<file path="config.mk">
export PLATFORM = sky130hd
export DESIGN_NAME = http_header_byte_parser
export DESIGN_NICKNAME = d
export VERILOG_FILES = /design/src/sv/hhbp_pkg.sv /design/src/sv/hhbp_step.sv /design/src/sv/http_header_byte_parser.sv
export SDC_FILE = /design/constraint.sdc
export NUM_CORES = 1
export LEC_CHECK = 0
export BUFFER_PORTS_ARGS = -buffer_cell sky130_fd_sc_hd__buf_4
export CAP_MARGIN = 20
export CORE_MARGIN = 2
export CORE_UTILIZATION = 46
export CTS_CLUSTER_DIAMETER = 200
export DETAILED_ROUTE_END_ITERATION = 7
export PLACE_DENSITY = 0.83
export SLEW_MARGIN = 20
export SYNTH_ARGS = -nofsm -noshare
export SYNTH_HDL_FRONTEND = slang
export SYNTH_SLANG_ARGS = --single-unit
</file>
<file path="constraint.sdc">
create_clock -name clock -period 3.9 [get_ports clock]
set_clock_uncertainty 0.1 [all_clocks]
set_input_delay 0.39 -clock clock [delete_from_list [all_inputs] [get_ports clock]]
set_output_delay 0.39 -clock clock [all_outputs]
set_load 0.02 [all_outputs]
</file>
<file path="src/sv/hhbp_pkg.sv">
// ----------------------------------------------------------------------------
// HTTP header byte parser package
// This package holds the parser state codes, the result kind codes, the
// character constants and the step result structure.
// ----------------------------------------------------------------------------
package hhbp_pkg;

   localparam int unsigned STATE_W  = 4;
   localparam int unsigned OFFSET_W = 12;
   localparam int unsigned KIND_W   = 3;

   localparam logic [STATE_W-1:0] ST_START  = 4'd0;
   localparam logic [STATE_W-1:0] ST_KEY    = 4'd1;
   localparam logic [STATE_W-1:0] ST_COLON  = 4'd2;
   localparam logic [STATE_W-1:0] ST_SPACE  = 4'd3;
   localparam logic [STATE_W-1:0] ST_VALUE  = 4'd4;
   localparam logic [STATE_W-1:0] ST_CR     = 4'd5;
   localparam logic [STATE_W-1:0] ST_LF     = 4'd6;
   localparam logic [STATE_W-1:0] ST_END_CR = 4'd7;
   localparam logic [STATE_W-1:0] ST_DONE   = 4'd8;
   localparam logic [STATE_W-1:0] ST_ERROR  = 4'd9;

   localparam logic [KIND_W-1:0] KIND_SKIP  = 3'd0;
   localparam logic [KIND_W-1:0] KIND_KEY   = 3'd1;
   localparam logic [KIND_W-1:0] KIND_VALUE = 3'd2;
   localparam logic [KIND_W-1:0] KIND_LINE  = 3'd3;
   localparam logic [KIND_W-1:0] KIND_DONE  = 3'd4;
   localparam logic [KIND_W-1:0] KIND_ERROR = 3'd5;

   localparam logic [7:0] CH_CR    = 8'h0D;
   localparam logic [7:0] CH_LF    = 8'h0A;
   localparam logic [7:0] CH_COLON = 8'h3A;
   localparam logic [7:0] CH_SP    = 8'h20;

   localparam logic [OFFSET_W-1:0] OFFSET_MAX   = 12'hFFF;
   localparam logic [OFFSET_W-1:0] MAX_OFF_RST  = 12'd255;

   localparam int unsigned CSR_ADDR_W = 3;
   localparam logic [0:0]  REG_MAX_VALUE_OFFSET = 1'b0;

   typedef struct packed {
      logic [STATE_W-1:0]  state;
      logic [OFFSET_W-1:0] offset;
      logic [KIND_W-1:0]   kind;
      logic [7:0]          echo_byte;
   } step_type;

endpackage

</file>
<file path="src/sv/hhbp_step.sv">
// ----------------------------------------------------------------------------
// HTTP header byte parser step logic
// Combinational next state, value offset and result tag for one input byte.
// ----------------------------------------------------------------------------
module hhbp_step (
   input  logic [hhbp_pkg::STATE_W-1:0]  state,
   input  logic [hhbp_pkg::OFFSET_W-1:0] offset,
   input  logic [hhbp_pkg::OFFSET_W-1:0] max_offset,
   input  logic [7:0]                    data_byte,
   input  logic                          block_start,
   output hhbp_pkg::step_type            step
);
   import hhbp_pkg::*;

   logic [STATE_W-1:0]  cur_state;
   logic [OFFSET_W-1:0] cur_offset;
   logic [OFFSET_W-1:0] inc_offset;
   logic [STATE_W-1:0]  nxt_state;
   logic [OFFSET_W-1:0] nxt_offset;
   logic [KIND_W-1:0]   kind;
   logic                is_crlf;

   always_comb begin
      cur_state  = block_start ? ST_START : state;
      cur_offset = block_start ? '0 : offset;
      inc_offset = (cur_offset < OFFSET_MAX) ? cur_offset + OFFSET_W'(1) : cur_offset;
      is_crlf    = (data_byte == CH_CR) || (data_byte == CH_LF);
      nxt_state  = cur_state;
      nxt_offset = cur_offset;
      kind       = KIND_SKIP;
      unique case (cur_state)
         ST_START: begin
            if (!is_crlf) begin
               kind      = KIND_KEY;
               nxt_state = ST_KEY;
            end
         end
         ST_KEY: begin
            if (data_byte == CH_COLON) begin
               nxt_state = ST_COLON;
            end else if (is_crlf) begin
               kind      = KIND_ERROR;
               nxt_state = ST_ERROR;
            end else begin
               kind = KIND_KEY;
            end
         end
         ST_COLON: begin
            if (data_byte == CH_SP) begin
               nxt_state = ST_SPACE;
            end else begin
               kind      = KIND_ERROR;
               nxt_state = ST_ERROR;
            end
         end
         ST_SPACE: begin
            kind       = KIND_VALUE;
            nxt_offset = '0;
            nxt_state  = ST_VALUE;
         end
         ST_VALUE: begin
            if (data_byte == CH_CR) begin
               nxt_state = ST_CR;
            end else begin
               nxt_offset = inc_offset;
               if (inc_offset > max_offset) begin
                  kind      = KIND_ERROR;
                  nxt_state = ST_ERROR;
               end else begin
                  kind = KIND_VALUE;
               end
            end
         end
         ST_CR: begin
            if (data_byte == CH_LF) begin
               kind      = KIND_LINE;
               nxt_state = ST_LF;
            end else begin
               kind      = KIND_ERROR;
               nxt_state = ST_ERROR;
            end
         end
         ST_LF: begin
            if (data_byte == CH_CR) begin
               nxt_state = ST_END_CR;
            end else begin
               kind      = KIND_KEY;
               nxt_state = ST_KEY;
            end
         end
         ST_END_CR: begin
            if (data_byte == CH_LF) begin
               kind      = KIND_DONE;
               nxt_state = ST_DONE;
            end else begin
               kind      = KIND_ERROR;
               nxt_state = ST_ERROR;
            end
         end
         ST_DONE: begin
            kind = KIND_DONE;
         end
         default: begin
            kind      = KIND_ERROR;
            nxt_state = ST_ERROR;
         end
      endcase
      step.state     = nxt_state;
      step.offset    = nxt_offset;
      step.kind      = kind;
      step.echo_byte = ((kind == KIND_KEY) || (kind == KIND_VALUE)) ? data_byte : 8'h00;
   end

endmodule

</file>
<file path="src/sv/http_header_byte_parser.sv">
// ----------------------------------------------------------------------------
// HTTP header byte parser
// Tags each byte of an HTTP header section as skipped, key byte, value byte,
// header line done, block done or error.
//
//   Channel   Direction  Handshake                Payload
//   req       in         req_valid / req_ready    req_data_byte, req_block_start
//   rsp       out        rsp_valid / rsp_ready    rsp_kind, rsp_echo_byte
//   csr       in         APB, pready tied high    max_value_offset at address 0
//
// Each accepted byte gets a registered result, and one byte can be accepted
// every cycle while the result register can take it. The parser state
// updates together with the result register. A new byte is taken while the
// result register is empty or its result is being taken. Reset clears the
// parser to line start and sets max_value_offset to 255.
// ----------------------------------------------------------------------------
module http_header_byte_parser (
   input  logic                            clock,
   input  logic                            reset,
   input  logic                            req_valid,
   output logic                            req_ready,
   input  logic [7:0]                      req_data_byte,
   input  logic                            req_block_start,
   output logic                            rsp_valid,
   input  logic                            rsp_ready,
   output logic [hhbp_pkg::KIND_W-1:0]     rsp_kind,
   output logic [7:0]                      rsp_echo_byte,
   input  logic                            csr_psel,
   input  logic                            csr_penable,
   input  logic                            csr_pwrite,
   input  logic [hhbp_pkg::CSR_ADDR_W-1:0] csr_paddr,
   input  logic [31:0]                     csr_pwdata,
   output logic [31:0]                     csr_prdata,
   output logic                            csr_pready
);
   import hhbp_pkg::*;

   logic [STATE_W-1:0]  state_ff, state_in;
   logic [OFFSET_W-1:0] offset_ff, offset_in;
   logic [OFFSET_W-1:0] max_offset_ff, max_offset_in;
   logic                rsp_valid_ff, rsp_valid_in;
   logic [KIND_W-1:0]   rsp_kind_ff, rsp_kind_in;
   logic [7:0]          rsp_echo_byte_ff, rsp_echo_byte_in;
   logic                req_take;
   logic                csr_write;
   logic                csr_hit;
   step_type            step;

   hhbp_step u_step (
      .state       (state_ff),
      .offset      (offset_ff),
      .max_offset  (max_offset_ff),
      .data_byte   (req_data_byte),
      .block_start (req_block_start),
      .step        (step)
   );

   assign req_ready  = !rsp_valid_ff || rsp_ready;
   assign req_take   = req_valid && req_ready;
   assign csr_pready = 1'b1;
   assign csr_hit    = (csr_paddr[CSR_ADDR_W-1] == REG_MAX_VALUE_OFFSET);
   assign csr_write  = csr_psel && csr_penable && csr_pwrite && csr_pready && csr_hit;
   assign csr_prdata = csr_hit ? {{(32-OFFSET_W){1'b0}}, max_offset_ff} : 32'h0;

   always_comb begin
      state_in         = state_ff;
      offset_in        = offset_ff;
      max_offset_in    = csr_write ? csr_pwdata[OFFSET_W-1:0] : max_offset_ff;
      rsp_valid_in     = rsp_valid_ff && !rsp_ready;
      rsp_kind_in      = rsp_kind_ff;
      rsp_echo_byte_in = rsp_echo_byte_ff;
      if (req_take) begin
         state_in         = step.state;
         offset_in        = step.offset;
         rsp_valid_in     = 1'b1;
         rsp_kind_in      = step.kind;
         rsp_echo_byte_in = step.echo_byte;
      end
   end

   always_ff @(posedge clock) begin
      if (reset) begin
         state_ff      <= ST_START;
         offset_ff     <= '0;
         max_offset_ff <= MAX_OFF_RST;
         rsp_valid_ff  <= 1'b0;
      end else begin
         state_ff      <= state_in;
         offset_ff     <= offset_in;
         max_offset_ff <= max_offset_in;
         rsp_valid_ff  <= rsp_valid_in;
      end
   end

   always_ff @(posedge clock) begin
      rsp_kind_ff      <= rsp_kind_in;
      rsp_echo_byte_ff <= rsp_echo_byte_in;
   end

   assign rsp_valid     = rsp_valid_ff;
   assign rsp_kind      = rsp_kind_ff;
   assign rsp_echo_byte = rsp_echo_byte_ff;

endmodule

</file>
==> metrics.txt, run 1 <==
# TYPE chip_impl_metric gauge
chip_impl_info{name="crit_path_frequent_cell",value="sky130_fd_sc_hd__ha_1"} 1
chip_impl_metric{name="number_of_global_route_vias_before_repair",unit=""} 2548
chip_impl_metric{name="count_of_vias_placed_by_the_detailed_router",unit=""} 2719
chip_impl_metric{name="floorplan.die.height",unit="µm"} 83.6
chip_impl_metric{name="max_cap_viol_count",unit=""} 0
chip_impl_metric{name="worstPathBufferInverterCount",unit=""} 1
chip_impl_metric{name="layout-drive-gt1-share",unit="%"} 21.7
chip_impl_metric{name="report.final.setup_viol",unit=""} 0
chip_impl_metric{name="edff_count_synth",unit=""} 11
chip_impl_metric{name="htree_num_levels",unit=""} 2
chip_impl_metric{name="setup-tns-final",unit="ns"} 0
chip_impl_metric{name="synthesis.area",unit="µm²"} 2910
chip_impl_metric{name="fp.coreArea",unit="µm²"} 6030
chip_impl_info{name="outcome",value="finished, final reports clean"} 1
chip_impl_metric{name="postSynth.asyncResetShare",unit="%"} 0
chip_impl_metric{name="area_delta_synth_final",unit="%"} 18.4
chip_impl_metric{name="crit_fanout",unit=""} 11
chip_impl_metric{name="finalCoreUtilization",unit="%"} 57.2
chip_impl_metric{name="numClockSinks",unit=""} 40
chip_impl_metric{name="internal_power",unit="mW"} 0.758
chip_impl_metric{name="synth_cells",unit=""} 358
chip_impl_metric{name="period_minus_slack",unit="ns"} 3.68
chip_impl_metric{name="power_frac_clock",unit="%"} 36.5
chip_impl_metric{name="cts_inserted_buffers",unit=""} 5
chip_impl_metric{name="maximum_number_of_pins_on_one_net_before_global_route_repair",unit=""} 27
chip_impl_metric{name="fin_crit_sh",unit="%"} 94.3
chip_impl_metric{name="worstPathRequired",unit="ns"} 3.86
chip_impl_metric{name="power_density",unit="nW/µm²"} 303
chip_impl_info{name="yosys_most_used_dff",value="sky130_fd_sc_hd__dfxtp_1"} 1
chip_impl_info{name="startpoint_type",value="flop"} 1
chip_impl_metric{name="cts_buffer_depth",unit=""} 2
chip_impl_metric{name="synth_top_cell_area_share",unit="%"} 19.9
chip_impl_info{name="path_cells",value="nor2b_1, ha_1, nand3b_1, or2_2, nor2_1, nand3_1, a211oi_1, ha_1, nand2_1, o21ai_1, nand2b_1, o31ai_2, o41a_1, buf_4, and3_1"} 1
chip_impl_metric{name="worstPathArrival",unit="ns"} 3.63
chip_impl_metric{name="route.layer.met1.wl",unit="µm"} 3050
chip_impl_metric{name="layout.filler_cells",unit=""} 548
chip_impl_info{name="hold-path-endpoint",value="max_offset_ff[3]"} 1
chip_impl_metric{name="die_w",unit="µm"} 83.6
chip_impl_metric{name="combinationalPowerShare",unit="%"} 19.1
chip_impl_metric{name="reg2regPathDepth",unit=""} 15
chip_impl_info{name="route.top_layer_used",value="met4"} 1
chip_impl_metric{name="timing.fmax",unit="GHz"} 0.272
chip_impl_info{name="mostFrequentLayoutCell",value="sky130_fd_sc_hd__buf_4"} 1
chip_impl_metric{name="place.detailed.hpwl",unit="µm"} 5240
chip_impl_metric{name="postSynthAreaPerCell",unit="µm²"} 8.13
chip_impl_info{name="mostFrequentLayoutCells",value="sky130_fd_sc_hd__buf_4, sky130_fd_sc_hd__nor2_1, sky130_fd_sc_hd__nand2_1, sky130_fd_sc_hd__dfxtp_1, sky130_fd_sc_hd__a21oi_1"} 1
chip_impl_metric{name="final_nets",unit=""} 474
chip_impl_metric{name="floorplan.io_pins",unit=""} 97
chip_impl_metric{name="worst_ir_drop_vdd",unit="V"} 0.000197
chip_impl_metric{name="synth.distinct_cells",unit=""} 63
chip_impl_info{name="critical_path_class",value="flop to flop"} 1
chip_impl_info{name="clock_tree.root_cell",value="sky130_fd_sc_hd__clkbuf_8"} 1
chip_impl_metric{name="power.switching",unit="mW"} 0.287
chip_impl_metric{name="floorplan.rows",unit=""} 28
chip_impl_info{name="crit_path_top_delay_cell",value="sky130_fd_sc_hd__dfxtp_1"} 1
chip_impl_metric{name="grt_use_total",unit="%"} 19.7
chip_impl_metric{name="cts.clk_slew.worst_paths",unit="ns"} 0.08
chip_impl_metric{name="n_antenna_cell",unit=""} 0
chip_impl_info{name="cts_tree",value="built"} 1
chip_impl_metric{name="timing.critical_path.slowest_cell_delay",unit="ns"} 0.37
chip_impl_metric{name="ff2ff_setup_slack",unit="ns"} 0.22
chip_impl_metric{name="static-leakage-power",unit="nW"} 1.47
chip_impl_metric{name="synth_seq_area_share",unit="%"} 31.3
chip_impl_metric{name="antenna_found_initial",unit=""} 0
chip_impl_info{name="r2r-end",value="rsp_echo_byte[7]"} 1
chip_impl_metric{name="synthesis.yosys.warnings",unit=""} 0
chip_impl_metric{name="max_slew.worst_pin.slew",unit="ns"} 0.841
chip_impl_metric{name="dr.first_iter.drc_count",unit=""} 239
chip_impl_info{name="r2r_start",value="offset_ff[1]"} 1
chip_impl_info{name="ys_top_cells_by_area",value="sky130_fd_sc_hd__dfxtp_1, sky130_fd_sc_hd__edfxtp_1, sky130_fd_sc_hd__ha_1, sky130_fd_sc_hd__nor2_1, sky130_fd_sc_hd__buf_4"} 1
chip_impl_metric{name="met2RoutedLength",unit="µm"} 3410
chip_impl_metric{name="net_switching_fraction_of_the_power",unit="%"} 27.5
chip_impl_metric{name="drcViolationCount",unit=""} 0
chip_impl_info{name="synth_top_area_cell",value="sky130_fd_sc_hd__dfxtp_1"} 1
chip_impl_metric{name="final-hold-violation-count",unit=""} 0
chip_impl_metric{name="yosys_register_bits",unit=""} 40
chip_impl_metric{name="routed_wire_length_per_instance",unit="µm"} 14.6
chip_impl_metric{name="insertion_delay",unit="ns"} 0.30
chip_impl_info{name="hold_path_startpoint",value="csr_pwdata[3]"} 1
chip_impl_metric{name="grt-ovfl-total",unit=""} 0
chip_impl_info{name="hold_path.class",value="input port to flop"} 1
chip_impl_metric{name="floorplan.initialDensity",unit="%"} 48.3
chip_impl_metric{name="timing.hold.worst_path_depth",unit=""} 2
chip_impl_info{name="worst_path_dominant_cell_family",value="simple AND/OR/NAND/NOR gates"} 1
chip_impl_metric{name="fp.dieArea",unit="µm²"} 6980
chip_impl_metric{name="max_slew_margin",unit="%"} 43.9
chip_impl_metric{name="firstDrtPassIters",unit=""} 5
chip_impl_metric{name="drt.antenna.violating_nets",unit=""} 0
chip_impl_metric{name="wl",unit="µm"} 7100
chip_impl_metric{name="power_frac_seq",unit="%"} 44.4
chip_impl_info{name="timing.critical_path.to_type",value="flop"} 1
chip_impl_metric{name="place.port_buffers",unit=""} 53
chip_impl_metric{name="report.final.slew_viol_count",unit=""} 0
chip_impl_metric{name="vias_per_cell",unit=""} 5.59
chip_impl_metric{name="dr_wl_met3",unit="µm"} 539
chip_impl_metric{name="grt_pass1_wl",unit="µm"} 11600
chip_impl_metric{name="gp_routability_congestion",unit=""} 0.947
## kinds of logic after synthesis
family	synth area share [%]
mux	2.11
fa+ha+maj	5.59
flops	31.3
buf+inv	10.4
xor+xnor	2.71
other cells	0.258
simple gates	30.0
compound gates	17.7
## through the flow
step | hold WS (ns) | power [mW] | setup slack [ns] | instances | cell area, µm²
floorplan | 0.336 | 0.613 | 0.132 | 377 | 2980
finish | 0.194 | 1.05 | 0.221 | 486 | 3450
global route | 0.197 | 1.09 | -0.0374 | 486 | 3450
detailed placement | 0.347 | 0.670 | 0.0650 | 478 | 3310
CTS | 0.187 | 1.05 | 0.167 | 486 | 3440
global placement | 0.344 | 0.664 | 0.133 | 478 | 3310
## power by group through the flow
| stage | Sequential [mW] | Clock [mW] | Combinational [mW] |
|---|---|---|---|
| 4_1_cts | 0.463 | 0.389 | 0.198 |
| 3_3_place_gp | 0.472 | 0 | 0.192 |
| 6_report | 0.464 | 0.382 | 0.200 |
| 2_1_floorplan | 0.478 | 0 | 0.134 |
| 3_5_place_dp | 0.473 | 0 | 0.197 |
| 5_1_grt | 0.466 | 0.402 | 0.217 |
## per-layer routing
metal	track usage (%)	vias to the layer above
met5	0	-
met4	5.57	0
met3	4.06	11
met2	34.7	125
met1	24.3	1247
li1	-	1336
## synth_stat cells, drive strengths merged (5+ instances only)
library cell / n
nor2: 45
ha: 13
xnor2: 7
a311oi: 5
nand2b: 8
o21ai: 12
a211o: 8
nand2: 32
buf: 28
clkbuf: 10
nand3: 15
edfxtp: 11
mux2i: 5
nor3: 10
dfxtp: 29
a21oi: 25
and3: 5
nor2b: 13
nand4: 5
inv: 16
## state kept, by name, summed over array words and instances, names as in the netlist
signal / count
rsp_kind: 3
offset_ff: 12
state_ff: 4
rsp_valid: 1
max_offset_ff: 12
rsp_echo_byte: 8
## worst reg2reg max path, stage by stage (launching register included)
cell,delay (ns)
sky130_fd_sc_hd__dfxtp_1,0.37
sky130_fd_sc_hd__nor2b_1,0.20
sky130_fd_sc_hd__ha_1,0.21
sky130_fd_sc_hd__nand3b_1,0.14
sky130_fd_sc_hd__or2_2,0.34
sky130_fd_sc_hd__nor2_1,0.16
sky130_fd_sc_hd__nand3_1,0.11
sky130_fd_sc_hd__a211oi_1,0.35
sky130_fd_sc_hd__ha_1,0.20
sky130_fd_sc_hd__nand2_1,0.05
sky130_fd_sc_hd__o21ai_1,0.25
sky130_fd_sc_hd__nand2b_1,0.18
sky130_fd_sc_hd__o31ai_2,0.09
sky130_fd_sc_hd__o41a_1,0.31
sky130_fd_sc_hd__buf_4,0.18
sky130_fd_sc_hd__and3_1,0.17
## cell type report
class	instances	area (µm²)	area share [%]
clock inverters	1	30.0	0.871
repair buffers	64	480	13.9
flip-flops and latches	40	911	26.4
inverters	16	60.1	1.74
multi-input cells	283	1770	51.5
clock buffers	7	97.6	2.83
well taps	75	93.8	2.72
## worst max-delay path by stage
stage | start | endpoint | slack [ns] | depth (start not counted)
6_report | offset_ff[1] | rsp_echo_byte[7] | 0.22 | 15
5_1_grt | offset_ff[1] | rsp_echo_byte[7] | -0.04 | 15
4_1_cts | offset_ff[1] | rsp_echo_byte[4] | 0.17 | 14
3_5_place_dp | req_block_start | rsp_echo_byte[4] | 0.07 | 15
3_3_place_gp | req_block_start | rsp_echo_byte[0] | 0.13 | 15
2_1_floorplan | req_block_start | rsp_echo_byte[0] | 0.13 | 16
## repair_timing
action | 4_1_cts | 5_1_grt
hold buffers | 0 | 0
buffers inserted | 0 | 0
setup endpoints to repair | 0 | 10
gates resized for setup | 0 | 2
(Power assumes the default switching activity.)
==> run 2, diff against run 1 <==
--- a/config.mk
+++ b/config.mk
@@ -5,14 +5,17 @@
 export SDC_FILE = /design/constraint.sdc
 export NUM_CORES = 1
 export LEC_CHECK = 0
+export ABC_AREA = 1
 export BUFFER_PORTS_ARGS = -buffer_cell sky130_fd_sc_hd__buf_4
 export CAP_MARGIN = 20
 export CORE_MARGIN = 2
-export CORE_UTILIZATION = 46
+export CORE_UTILIZATION = 48
 export CTS_CLUSTER_DIAMETER = 200
 export DETAILED_ROUTE_END_ITERATION = 7
-export PLACE_DENSITY = 0.83
+export PLACE_DENSITY = 0.84
+export SETUP_SLACK_MARGIN = 0.02
 export SLEW_MARGIN = 20
 export SYNTH_ARGS = -nofsm -noshare
 export SYNTH_HDL_FRONTEND = slang
+export SYNTH_HIERARCHICAL = 1
 export SYNTH_SLANG_ARGS = --single-unit
==> run 2 against run 1 <==
Effect of this change:
- worst setup slack gained 0.38 ns
- synthesized area grew 14%
- cell count grew 36%
- wire length grew 1.3%
- synthesized cell count grew 49%
- global-route usage grew 0.19 points
- count of clock-buffer cells in the layout shrank 2
- via count grew 18%
- design area grew 8.1%
- critical path type unchanged
- non-clock buffer count shrank 9
- largest power group unchanged
- die area grew 8.6%
==> metrics.txt, run 2 <==
# TYPE chip_impl_metric gauge
chip_impl_info{name="yosys_most_used_dff",value="sky130_fd_sc_hd__dfxtp_1"} 1
chip_impl_metric{name="cts.repair.resized",unit=""} 0
chip_impl_info{name="r2r_start",value="offset_ff[0]"} 1
chip_impl_metric{name="grt.met3_usage",unit="%"} 3.70
chip_impl_metric{name="internal_power",unit="mW"} 0.681
chip_impl_metric{name="power_density",unit="nW/µm²"} 273
chip_impl_metric{name="static-leakage-power",unit="nW"} 2.07
chip_impl_metric{name="n_antenna_cell",unit=""} 0
chip_impl_metric{name="count_of_vias_placed_by_the_detailed_router",unit=""} 3204
chip_impl_metric{name="antenna_found_initial",unit=""} 0
chip_impl_metric{name="cts_inserted_buffers",unit=""} 5
chip_impl_metric{name="layout-drive-gt1-share",unit="%"} 16.7
chip_impl_info{name="worst_path_dominant_cell_family",value="simple AND/OR/NAND/NOR gates"} 1
chip_impl_metric{name="ff2ff_setup_slack",unit="ns"} 0.61
chip_impl_metric{name="die_w",unit="µm"} 87.1
chip_impl_metric{name="synth_cells",unit=""} 535
chip_impl_metric{name="dr.first_iter.drc_count",unit=""} 172
chip_impl_metric{name="postSynthAreaPerCell",unit="µm²"} 6.19
chip_impl_metric{name="synth.distinct_cells",unit=""} 37
chip_impl_info{name="crit_path_frequent_cell",value="sky130_fd_sc_hd__nand2_1"} 1
chip_impl_info{name="cts_tree",value="built"} 1
chip_impl_metric{name="worstPathBufferInverterCount",unit=""} 2
chip_impl_info{name="timing.critical_path.to_type",value="flop"} 1
chip_impl_metric{name="max_cap_viol_count",unit=""} 0
chip_impl_metric{name="place.port_buffers",unit=""} 53
chip_impl_metric{name="post_cts_hold_buffer_count",unit=""} 0
chip_impl_metric{name="number_of_global_route_vias_before_repair",unit=""} 2952
chip_impl_metric{name="vias_per_cell",unit=""} 4.84
chip_impl_metric{name="report.final.slew_viol_count",unit=""} 0
chip_impl_metric{name="setup-tns-final",unit="ns"} 0
chip_impl_info{name="crit_path_top_delay_cell",value="sky130_fd_sc_hd__dfxtp_1"} 1
chip_impl_info{name="hold_path.class",value="input port to flop"} 1
chip_impl_metric{name="power.switching",unit="mW"} 0.335
chip_impl_info{name="critical_path_class",value="flop to flop"} 1
chip_impl_metric{name="post_cts.repair.setup_buffers",unit=""} 0
chip_impl_info{name="r2r-end",value="rsp_echo_byte[3]"} 1
chip_impl_info{name="synth_top_area_cell",value="sky130_fd_sc_hd__dfxtp_1"} 1
chip_impl_metric{name="synth_seq_area_share",unit="%"} 27.5
chip_impl_metric{name="fin_crit_sh",unit="%"} 84.5
chip_impl_metric{name="firstDrtPassIters",unit=""} 5
chip_impl_info{name="mostFrequentLayoutCells",value="sky130_fd_sc_hd__nand2_1, sky130_fd_sc_hd__nor2_1, sky130_fd_sc_hd__inv_1, sky130_fd_sc_hd__buf_4, sky130_fd_sc_hd__nand3_1"} 1
chip_impl_metric{name="cts.clk_slew.worst_paths",unit="ns"} 0.08
chip_impl_metric{name="power_frac_clock",unit="%"} 25.7
chip_impl_metric{name="yosys_register_bits",unit=""} 40
chip_impl_info{name="startpoint_type",value="flop"} 1
chip_impl_metric{name="edff_count_synth",unit=""} 11
chip_impl_metric{name="place.detailed.hpwl",unit="µm"} 5570
chip_impl_metric{name="numClockSinks",unit=""} 40
chip_impl_metric{name="worstPathRequired",unit="ns"} 3.84
chip_impl_info{name="post_synth_most_frequent_cells",value="sky130_fd_sc_hd__nand2_1, sky130_fd_sc_hd__nor2_1, sky130_fd_sc_hd__inv_1"} 1
chip_impl_metric{name="final-hold-violation-count",unit=""} 0
chip_impl_metric{name="worstPathArrival",unit="ns"} 3.24
chip_impl_metric{name="fp.dieArea",unit="µm²"} 7580
chip_impl_metric{name="report.final.setup_viol",unit=""} 0
chip_impl_info{name="hold-path-endpoint",value="rsp_valid"} 1
chip_impl_metric{name="totalPowerFinal",unit="mW"} 1.02
chip_impl_metric{name="grt-ovfl-total",unit=""} 0
chip_impl_metric{name="globalRouteMet2Util",unit="%"} 33.2
chip_impl_metric{name="power_frac_seq",unit="%"} 46.8
chip_impl_metric{name="max_slew.worst_pin.slew",unit="ns"} 0.829
chip_impl_metric{name="drcViolationCount",unit=""} 0
chip_impl_metric{name="drt.antenna.violating_nets",unit=""} 0
chip_impl_info{name="unrepaired_setup_endpoints_after_global_routing",value="no"} 1
chip_impl_info{name="ys_top_cells_by_area",value="sky130_fd_sc_hd__dfxtp_1, sky130_fd_sc_hd__nand2_1, sky130_fd_sc_hd__nor2_1, sky130_fd_sc_hd__edfxtp_1, sky130_fd_sc_hd__inv_1"} 1
chip_impl_metric{name="reg2regPathDepth",unit=""} 19
chip_impl_metric{name="cell_count_final_fillers_out",unit=""} 662
chip_impl_metric{name="floorplan.initialDensity",unit="%"} 49.3
chip_impl_metric{name="grt_use_total",unit="%"} 19.9
chip_impl_metric{name="floorplan.die.height",unit="µm"} 87.1
chip_impl_metric{name="combinationalPowerShare",unit="%"} 27.5
chip_impl_metric{name="wl",unit="µm"} 7190
chip_impl_metric{name="timing.fmax",unit="GHz"} 0.304
chip_impl_metric{name="crit_fanout",unit=""} 8
chip_impl_metric{name="grt_pass1_wl",unit="µm"} 12500
chip_impl_metric{name="met1_usage",unit="%"} 26.2
chip_impl_metric{name="max_slew_margin",unit="%"} 44.6
chip_impl_metric{name="fp.coreArea",unit="µm²"} 6720
chip_impl_metric{name="gp_routability_congestion",unit=""} 0.922
chip_impl_metric{name="timing.critical_path.slowest_cell_delay",unit="ns"} 0.34
chip_impl_metric{name="maximum_number_of_pins_on_one_net_before_global_route_repair",unit=""} 29
chip_impl_info{name="hold_path_startpoint",value="reset"} 1
chip_impl_metric{name="worst_ir_drop_vdd",unit="V"} 0.000123
chip_impl_metric{name="floorplan.io_pins",unit=""} 97
chip_impl_metric{name="synth_top_cell_area_share",unit="%"} 17.5
chip_impl_metric{name="dp_cells",unit=""} 654
chip_impl_metric{name="synthesis.area",unit="µm²"} 3310
chip_impl_info{name="synthMostInstantiatedCell",value="sky130_fd_sc_hd__nand2_1"} 1
chip_impl_info{name="path_cells",value="inv_1, nor2_1, ha_1, nand4_1, nor2_1, nand4_1, and2_1, ha_1, nand2_1, inv_1, nand2_1, nor2_1, nand2_1, nand3_1, nand2_1, a21oi_1, nand2_1, nand3_4, nor2_1"} 1
chip_impl_metric{name="cts_buffer_depth",unit=""} 2
chip_impl_info{name="mostFrequentLayoutCell",value="sky130_fd_sc_hd__nand2_1"} 1
chip_impl_info{name="outcome",value="finished, final reports clean"} 1
chip_impl_metric{name="final_nets",unit=""} 645
chip_impl_metric{name="insertion_delay",unit="ns"} 0.29
chip_impl_metric{name="timing.hold.worst_path_depth",unit=""} 2
chip_impl_info{name="clock_tree.root_cell",value="sky130_fd_sc_hd__clkbuf_8"} 1
chip_impl_metric{name="synthesis.yosys.warnings",unit=""} 6
chip_impl_info{name="top_usage_layer",value="met2"} 1
chip_impl_metric{name="area_delta_synth_final",unit="%"} 12.5
chip_impl_metric{name="period_minus_slack",unit="ns"} 3.29
chip_impl_metric{name="floorplan.rows",unit=""} 30
chip_impl_metric{name="htree_num_levels",unit=""} 2
chip_impl_metric{name="postSynth.asyncResetShare",unit="%"} 0
chip_impl_metric{name="routed_wire_length_per_instance",unit="µm"} 10.9
chip_impl_metric{name="net_switching_fraction_of_the_power",unit="%"} 32.9
run 2: kinds of logic after synthesis:
kind of cell | Yosys count | share of synthesized area (%)
and+or+nand+nor | 302 | 39.7
buffers and inverters | 131 | 18.7
xor gates and xnor gates | 9 | 2.38
DFF | 40 | 27.5
adders and majority gates | 13 | 4.91
other | 2 | 0.227
AOI/OAI and AO/OA | 38 | 6.68
run 2: cell type report:
type | instances | area [µm²]
Timing Repair Buffer | 55 | 413
Multi-Input combinational cell | 383 | 1860
Fill cell | 649 | 2990
Tap cell | 80 | 100
Clock inverter | 3 | 13.8
Inverter | 96 | 365
Clock buffer | 5 | 68.8
Sequential cell | 40 | 911
run 2: worst max-delay path by stage:
stage	end	startpoint	depth (start not counted)
after floorplan	rsp_echo_byte[4]	req_block_start	22
after global placement	rsp_echo_byte[5]	req_block_start	21
after detailed placement	rsp_echo_byte[5]	req_block_start	21
after CTS	rsp_echo_byte[3]	offset_ff[0]	19
after global routing	rsp_echo_byte[0]	offset_ff[0]	19
final	rsp_echo_byte[3]	offset_ff[0]	19
run 2: metrics by stage:
| stage | cell area [µm²] | hold WS, ns | worst slack (ns) | util (%) |
|---|---|---|---|---|
| 2_1_floorplan | 3380 | 0.341 | 0.809 | - |
| 3_3_place_gp | 3640 | 0.352 | 0.450 | 54.2 |
| 3_5_place_dp | 3640 | 0.361 | 0.345 | 54.2 |
| 4_1_cts | 3730 | 0.149 | 0.644 | 55.5 |
| 5_1_grt | 3730 | 0.155 | 0.261 | 55.5 |
| 6_report | 3730 | 0.162 | 0.606 | 55.5 |
run 2: routing by layer:
metal | wire (µm) | vias to the layer above
met3 | 430 | 7
met4 | 72 | 0
met2 | 3270 | 112
li1 | - | 1696
met5 | 0 | -
met1 | 3420 | 1389
run 2: worst register-to-register path: stages (launching register included):
cell and delay (ns):
sky130_fd_sc_hd__dfxtp_1 0.34, sky130_fd_sc_hd__inv_1 0.06, sky130_fd_sc_hd__nor2_1 0.21, sky130_fd_sc_hd__ha_1 0.25
sky130_fd_sc_hd__nand4_1 0.18, sky130_fd_sc_hd__nor2_1 0.23, sky130_fd_sc_hd__nand4_1 0.13, sky130_fd_sc_hd__and2_1 0.18
sky130_fd_sc_hd__ha_1 0.28, sky130_fd_sc_hd__nand2_1 0.06, sky130_fd_sc_hd__inv_1 0.05, sky130_fd_sc_hd__nand2_1 0.06
sky130_fd_sc_hd__nor2_1 0.16, sky130_fd_sc_hd__nand2_1 0.07, sky130_fd_sc_hd__nand3_1 0.09, sky130_fd_sc_hd__nand2_1 0.11
sky130_fd_sc_hd__a21oi_1 0.20, sky130_fd_sc_hd__nand2_1 0.12, sky130_fd_sc_hd__nand3_4 0.11, sky130_fd_sc_hd__nor2_1 0.06
run 2: power by group through the flow:
stage	combinational, mW	sequential, mW	clock (mW)
floorplan	0.200	0.497	0
global placement	0.270	0.483	0
detailed placement	0.278	0.485	0
CTS	0.279	0.475	0.273
global route	0.315	0.479	0.286
finish	0.279	0.475	0.261
==> run 3, diff against run 2 <==
--- a/config.mk
+++ b/config.mk
@@ -9,10 +9,10 @@
 export BUFFER_PORTS_ARGS = -buffer_cell sky130_fd_sc_hd__buf_4
 export CAP_MARGIN = 20
 export CORE_MARGIN = 2
-export CORE_UTILIZATION = 48
+export CORE_UTILIZATION = 53
 export CTS_CLUSTER_DIAMETER = 200
 export DETAILED_ROUTE_END_ITERATION = 7
-export PLACE_DENSITY = 0.84
+export PLACE_DENSITY = 0.87
 export SETUP_SLACK_MARGIN = 0.02
 export SLEW_MARGIN = 20
 export SYNTH_ARGS = -nofsm -noshare
==> constraint.sdc (replaced) <==
create_clock -name clock -period 3.4 [get_ports clock]
set_clock_uncertainty 0.1 [all_clocks]
set_input_delay 0.34 -clock clock [delete_from_list [all_inputs] [get_ports clock]]
set_output_delay 0.34 -clock clock [all_outputs]
set_load 0.02 [all_outputs]
==> run 3 against run 2 <==
Effect of this change:
- sequential share of layout area shrank 0.33 points
- wire length up 7.5%
- core utilization up 7.6 points
- critical path type unchanged
==> metrics.txt, run 3 (synthesized netlist as in run 2, its figures left out) <==
# TYPE chip_impl_metric gauge
chip_impl_metric{name="final-hold-violation-count",unit=""} 0
chip_impl_metric{name="internal_power",unit="mW"} 0.788
chip_impl_info{name="cts_tree",value="built"} 1
chip_impl_metric{name="max_slew_margin",unit="%"} 44.3
chip_impl_metric{name="dp_cells",unit=""} 654
chip_impl_info{name="r2r-end",value="rsp_echo_byte[0]"} 1
chip_impl_metric{name="final_nets",unit=""} 651
chip_impl_info{name="hold-path-endpoint",value="rsp_valid"} 1
chip_impl_metric{name="grt_use_total",unit="%"} 22.4
chip_impl_info{name="outcome",value="finished, final reports clean"} 1
chip_impl_metric{name="maximum_number_of_pins_on_one_net_before_global_route_repair",unit=""} 29
chip_impl_metric{name="fp.dieArea",unit="µm²"} 6900
chip_impl_metric{name="dr.first_iter.drc_count",unit=""} 245
chip_impl_metric{name="numClockSinks",unit=""} 40
chip_impl_metric{name="globalRouteMet2Util",unit="%"} 38.4
chip_impl_info{name="unrepaired_setup_endpoints_after_global_routing",value="no"} 1
chip_impl_metric{name="floorplan.io_pins",unit=""} 97
chip_impl_metric{name="period_minus_slack",unit="ns"} 3.15
chip_impl_info{name="top_usage_layer",value="met2"} 1
chip_impl_metric{name="met1_usage",unit="%"} 28.0
chip_impl_metric{name="max_slew.worst_pin.slew",unit="ns"} 0.834
chip_impl_metric{name="floorplan.initialDensity",unit="%"} 55.3
chip_impl_metric{name="gp_routability_congestion",unit=""} 0.987
chip_impl_metric{name="routed_wire_length_per_instance",unit="µm"} 11.7
chip_impl_metric{name="net_switching_fraction_of_the_power",unit="%"} 33.6
chip_impl_metric{name="drcViolationCount",unit=""} 0
chip_impl_metric{name="antenna_found_initial",unit=""} 0
chip_impl_metric{name="htree_num_levels",unit=""} 2
chip_impl_info{name="hold_path_startpoint",value="reset"} 1
chip_impl_metric{name="cts_buffer_depth",unit=""} 2
chip_impl_metric{name="die_w",unit="µm"} 83.1
chip_impl_metric{name="grt_pass1_wl",unit="µm"} 13100
chip_impl_metric{name="timing.fmax",unit="GHz"} 0.318
chip_impl_metric{name="grt.met3_usage",unit="%"} 4.57
chip_impl_metric{name="worstPathArrival",unit="ns"} 3.10
chip_impl_metric{name="ff2ff_setup_slack",unit="ns"} 0.25
chip_impl_metric{name="crit_fanout",unit=""} 8
chip_impl_metric{name="postPlaceCellArea",unit="µm²"} 3680
chip_impl_metric{name="count_of_vias_placed_by_the_detailed_router",unit=""} 3337
chip_impl_info{name="hold_path.class",value="input port to flop"} 1
chip_impl_info{name="startpoint_type",value="flop"} 1
chip_impl_metric{name="place.detailed.hpwl",unit="µm"} 5860
chip_impl_metric{name="number_of_global_route_vias_before_repair",unit=""} 3085
chip_impl_metric{name="reg2regPathDepth",unit=""} 22
chip_impl_metric{name="vias_per_cell",unit=""} 5.03
chip_impl_metric{name="power_frac_clock",unit="%"} 26.3
chip_impl_metric{name="fin_crit_sh",unit="%"} 92.5
chip_impl_metric{name="wl",unit="µm"} 7740
chip_impl_metric{name="max_cap_viol_count",unit=""} 0
chip_impl_info{name="critical_path_class",value="flop to flop"} 1
chip_impl_metric{name="place.port_buffers",unit=""} 53
chip_impl_metric{name="power.switching",unit="mW"} 0.399
chip_impl_metric{name="totalPowerFinal",unit="mW"} 1.19
chip_impl_metric{name="insertion_delay",unit="ns"} 0.30
chip_impl_metric{name="worstPathRequired",unit="ns"} 3.36
chip_impl_metric{name="timing.hold.worst_path_depth",unit=""} 2
chip_impl_metric{name="postLayoutCellArea",unit="µm²"} 3780
chip_impl_metric{name="power_frac_seq",unit="%"} 45.9
chip_impl_metric{name="finalCoreUtilization",unit="%"} 63.1
chip_impl_metric{name="setup-tns-final",unit="ns"} 0
chip_impl_metric{name="firstDrtPassIters",unit=""} 5
chip_impl_metric{name="grt-ovfl-total",unit=""} 0
chip_impl_metric{name="floorplan.die.height",unit="µm"} 83.1
chip_impl_metric{name="worst_ir_drop_vdd",unit="V"} 0.000227
chip_impl_metric{name="fp.coreArea",unit="µm²"} 5990
chip_impl_metric{name="report.final.slew_viol_count",unit=""} 0
chip_impl_info{name="mostFrequentLayoutCell",value="sky130_fd_sc_hd__nand2_1"} 1
chip_impl_info{name="mostFrequentLayoutCells",value="sky130_fd_sc_hd__nand2_1, sky130_fd_sc_hd__nor2_1, sky130_fd_sc_hd__inv_1, sky130_fd_sc_hd__buf_4, sky130_fd_sc_hd__nand3_1"} 1
chip_impl_metric{name="cts_inserted_buffers",unit=""} 5
chip_impl_metric{name="static-leakage-power",unit="nW"} 2.10
chip_impl_info{name="clock_tree.root_cell",value="sky130_fd_sc_hd__clkbuf_8"} 1
chip_impl_metric{name="layout-drive-gt1-share",unit="%"} 18.0
chip_impl_metric{name="drt.antenna.violating_nets",unit=""} 0
chip_impl_metric{name="power_density",unit="nW/µm²"} 314
chip_impl_metric{name="combinationalPowerShare",unit="%"} 27.8
chip_impl_metric{name="cell_count_final_fillers_out",unit=""} 663
chip_impl_metric{name="n_antenna_cell",unit=""} 0
chip_impl_metric{name="cts.clk_slew.worst_paths",unit="ns"} 0.08
chip_impl_metric{name="area_delta_synth_final",unit="%"} 14.0
chip_impl_info{name="r2r_start",value="offset_ff[1]"} 1
chip_impl_metric{name="report.final.setup_viol",unit=""} 0
chip_impl_info{name="timing.critical_path.to_type",value="flop"} 1
chip_impl_metric{name="floorplan.rows",unit=""} 28
==> run 3: changes by cell type in the layout (fill, tap and decap cells not counted) <==
cell                         change
sky130_fd_sc_hd__o21ai_0         -2
sky130_fd_sc_hd__nand2_1         -1
sky130_fd_sc_hd__buf_4           +6
sky130_fd_sc_hd__nor2_2          +2
sky130_fd_sc_hd__a21oi_1         -1
sky130_fd_sc_hd__o21ai_1         +2
sky130_fd_sc_hd__nor2_1          -2
sky130_fd_sc_hd__clkinvlp_4      +1
sky130_fd_sc_hd__a21oi_2         +1
sky130_fd_sc_hd__clkinv_2        -2
sky130_fd_sc_hd__nand2_2         +1
sky130_fd_sc_hd__clkbuf_1        +1
==> run 3: power groups by stage <==
stage               Clock [mW]  Combinational (mW)  Sequential (mW)
global placement             0               0.312            0.554
finish                   0.312               0.330            0.545
detailed placement           0               0.322            0.556
CTS                      0.317               0.324            0.545
global route             0.335               0.369            0.550
floorplan                    0               0.229            0.571
==> run 3: per-layer routing <==
metal	share of wire (%)	vias to the layer above
li1	-	1706
met1	44	1497
met2	47	120
met3	7.0	14
met4	1.4	0
met5	0	-
==> run 3: timing repair <==
| item | in CTS | in global routing |
|---|---|---|
| hold buffers | 0 | 0 |
| resized for setup | 0 | 6 |
| setup endpoints to repair | 0 | 10 |
| setup buffers | 0 | 1 |
| hold endpoints to repair | 0 | 0 |
==> run 3: critical path, stage by stage (launching register included) <==
cell and delay, ns:
sky130_fd_sc_hd__dfxtp_1 0.32, sky130_fd_sc_hd__nand2_1 0.14, sky130_fd_sc_hd__inv_1 0.08, sky130_fd_sc_hd__ha_1 0.23, sky130_fd_sc_hd__and2_1 0.20, sky130_fd_sc_hd__nand3_2 0.09
sky130_fd_sc_hd__buf_4 0.13, sky130_fd_sc_hd__nand2_1 0.05, sky130_fd_sc_hd__o21ai_1 0.14, sky130_fd_sc_hd__inv_1 0.08, sky130_fd_sc_hd__ha_1 0.30, sky130_fd_sc_hd__nand2_1 0.08
sky130_fd_sc_hd__nand2_1 0.05, sky130_fd_sc_hd__nand2_1 0.05, sky130_fd_sc_hd__nand2_1 0.05, sky130_fd_sc_hd__nand2_1 0.05, sky130_fd_sc_hd__nand3_1 0.11, sky130_fd_sc_hd__nand2_2 0.12
sky130_fd_sc_hd__nor2_1 0.05, sky130_fd_sc_hd__nor2_1 0.17, sky130_fd_sc_hd__nand2_1 0.14, sky130_fd_sc_hd__nand3_4 0.13, sky130_fd_sc_hd__nor2_1 0.06
==> run 3: final cells by class <==
type / count / area (µm²)
clock buffer: 6 / 72.6
tap: 75 / 93.8
multi-input combinational: 383 / 1870
clock inverter: 2 / 11.3
inverter: 96 / 365
sequential: 40 / 911
fill: 562 / 2210
timing repair buffer: 61 / 458
==> run 3: worst max path at each step <==
| stage | start | to | slack, ns | cells past startpoint |
|---|---|---|---|---|
| 6_report | offset_ff[1] | rsp_echo_byte[0] | 0.25 | 22 |
| 5_1_grt | offset_ff[1] | rsp_echo_byte[0] | 0.01 | 19 |
| 4_1_cts | offset_ff[0] | rsp_echo_byte[0] | 0.31 | 19 |
| 3_5_place_dp | req_block_start | rsp_echo_byte[0] | 0.09 | 21 |
| 3_3_place_gp | req_block_start | rsp_echo_byte[5] | 0.11 | 21 |
| 2_1_floorplan | req_block_start | rsp_echo_byte[4] | 0.36 | 22 |
==> run 3: stage by stage <==
| stage | hold slack (ns) | setup WS [ns] |
|---|---|---|
| 3_5_place_dp | 0.358 | 0.0850 |
| 5_1_grt | 0.120 | 0.0117 |
| 2_1_floorplan | 0.309 | 0.359 |
| 3_3_place_gp | 0.353 | 0.109 |
| 4_1_cts | 0.114 | 0.310 |
| 6_report | 0.113 | 0.254 |
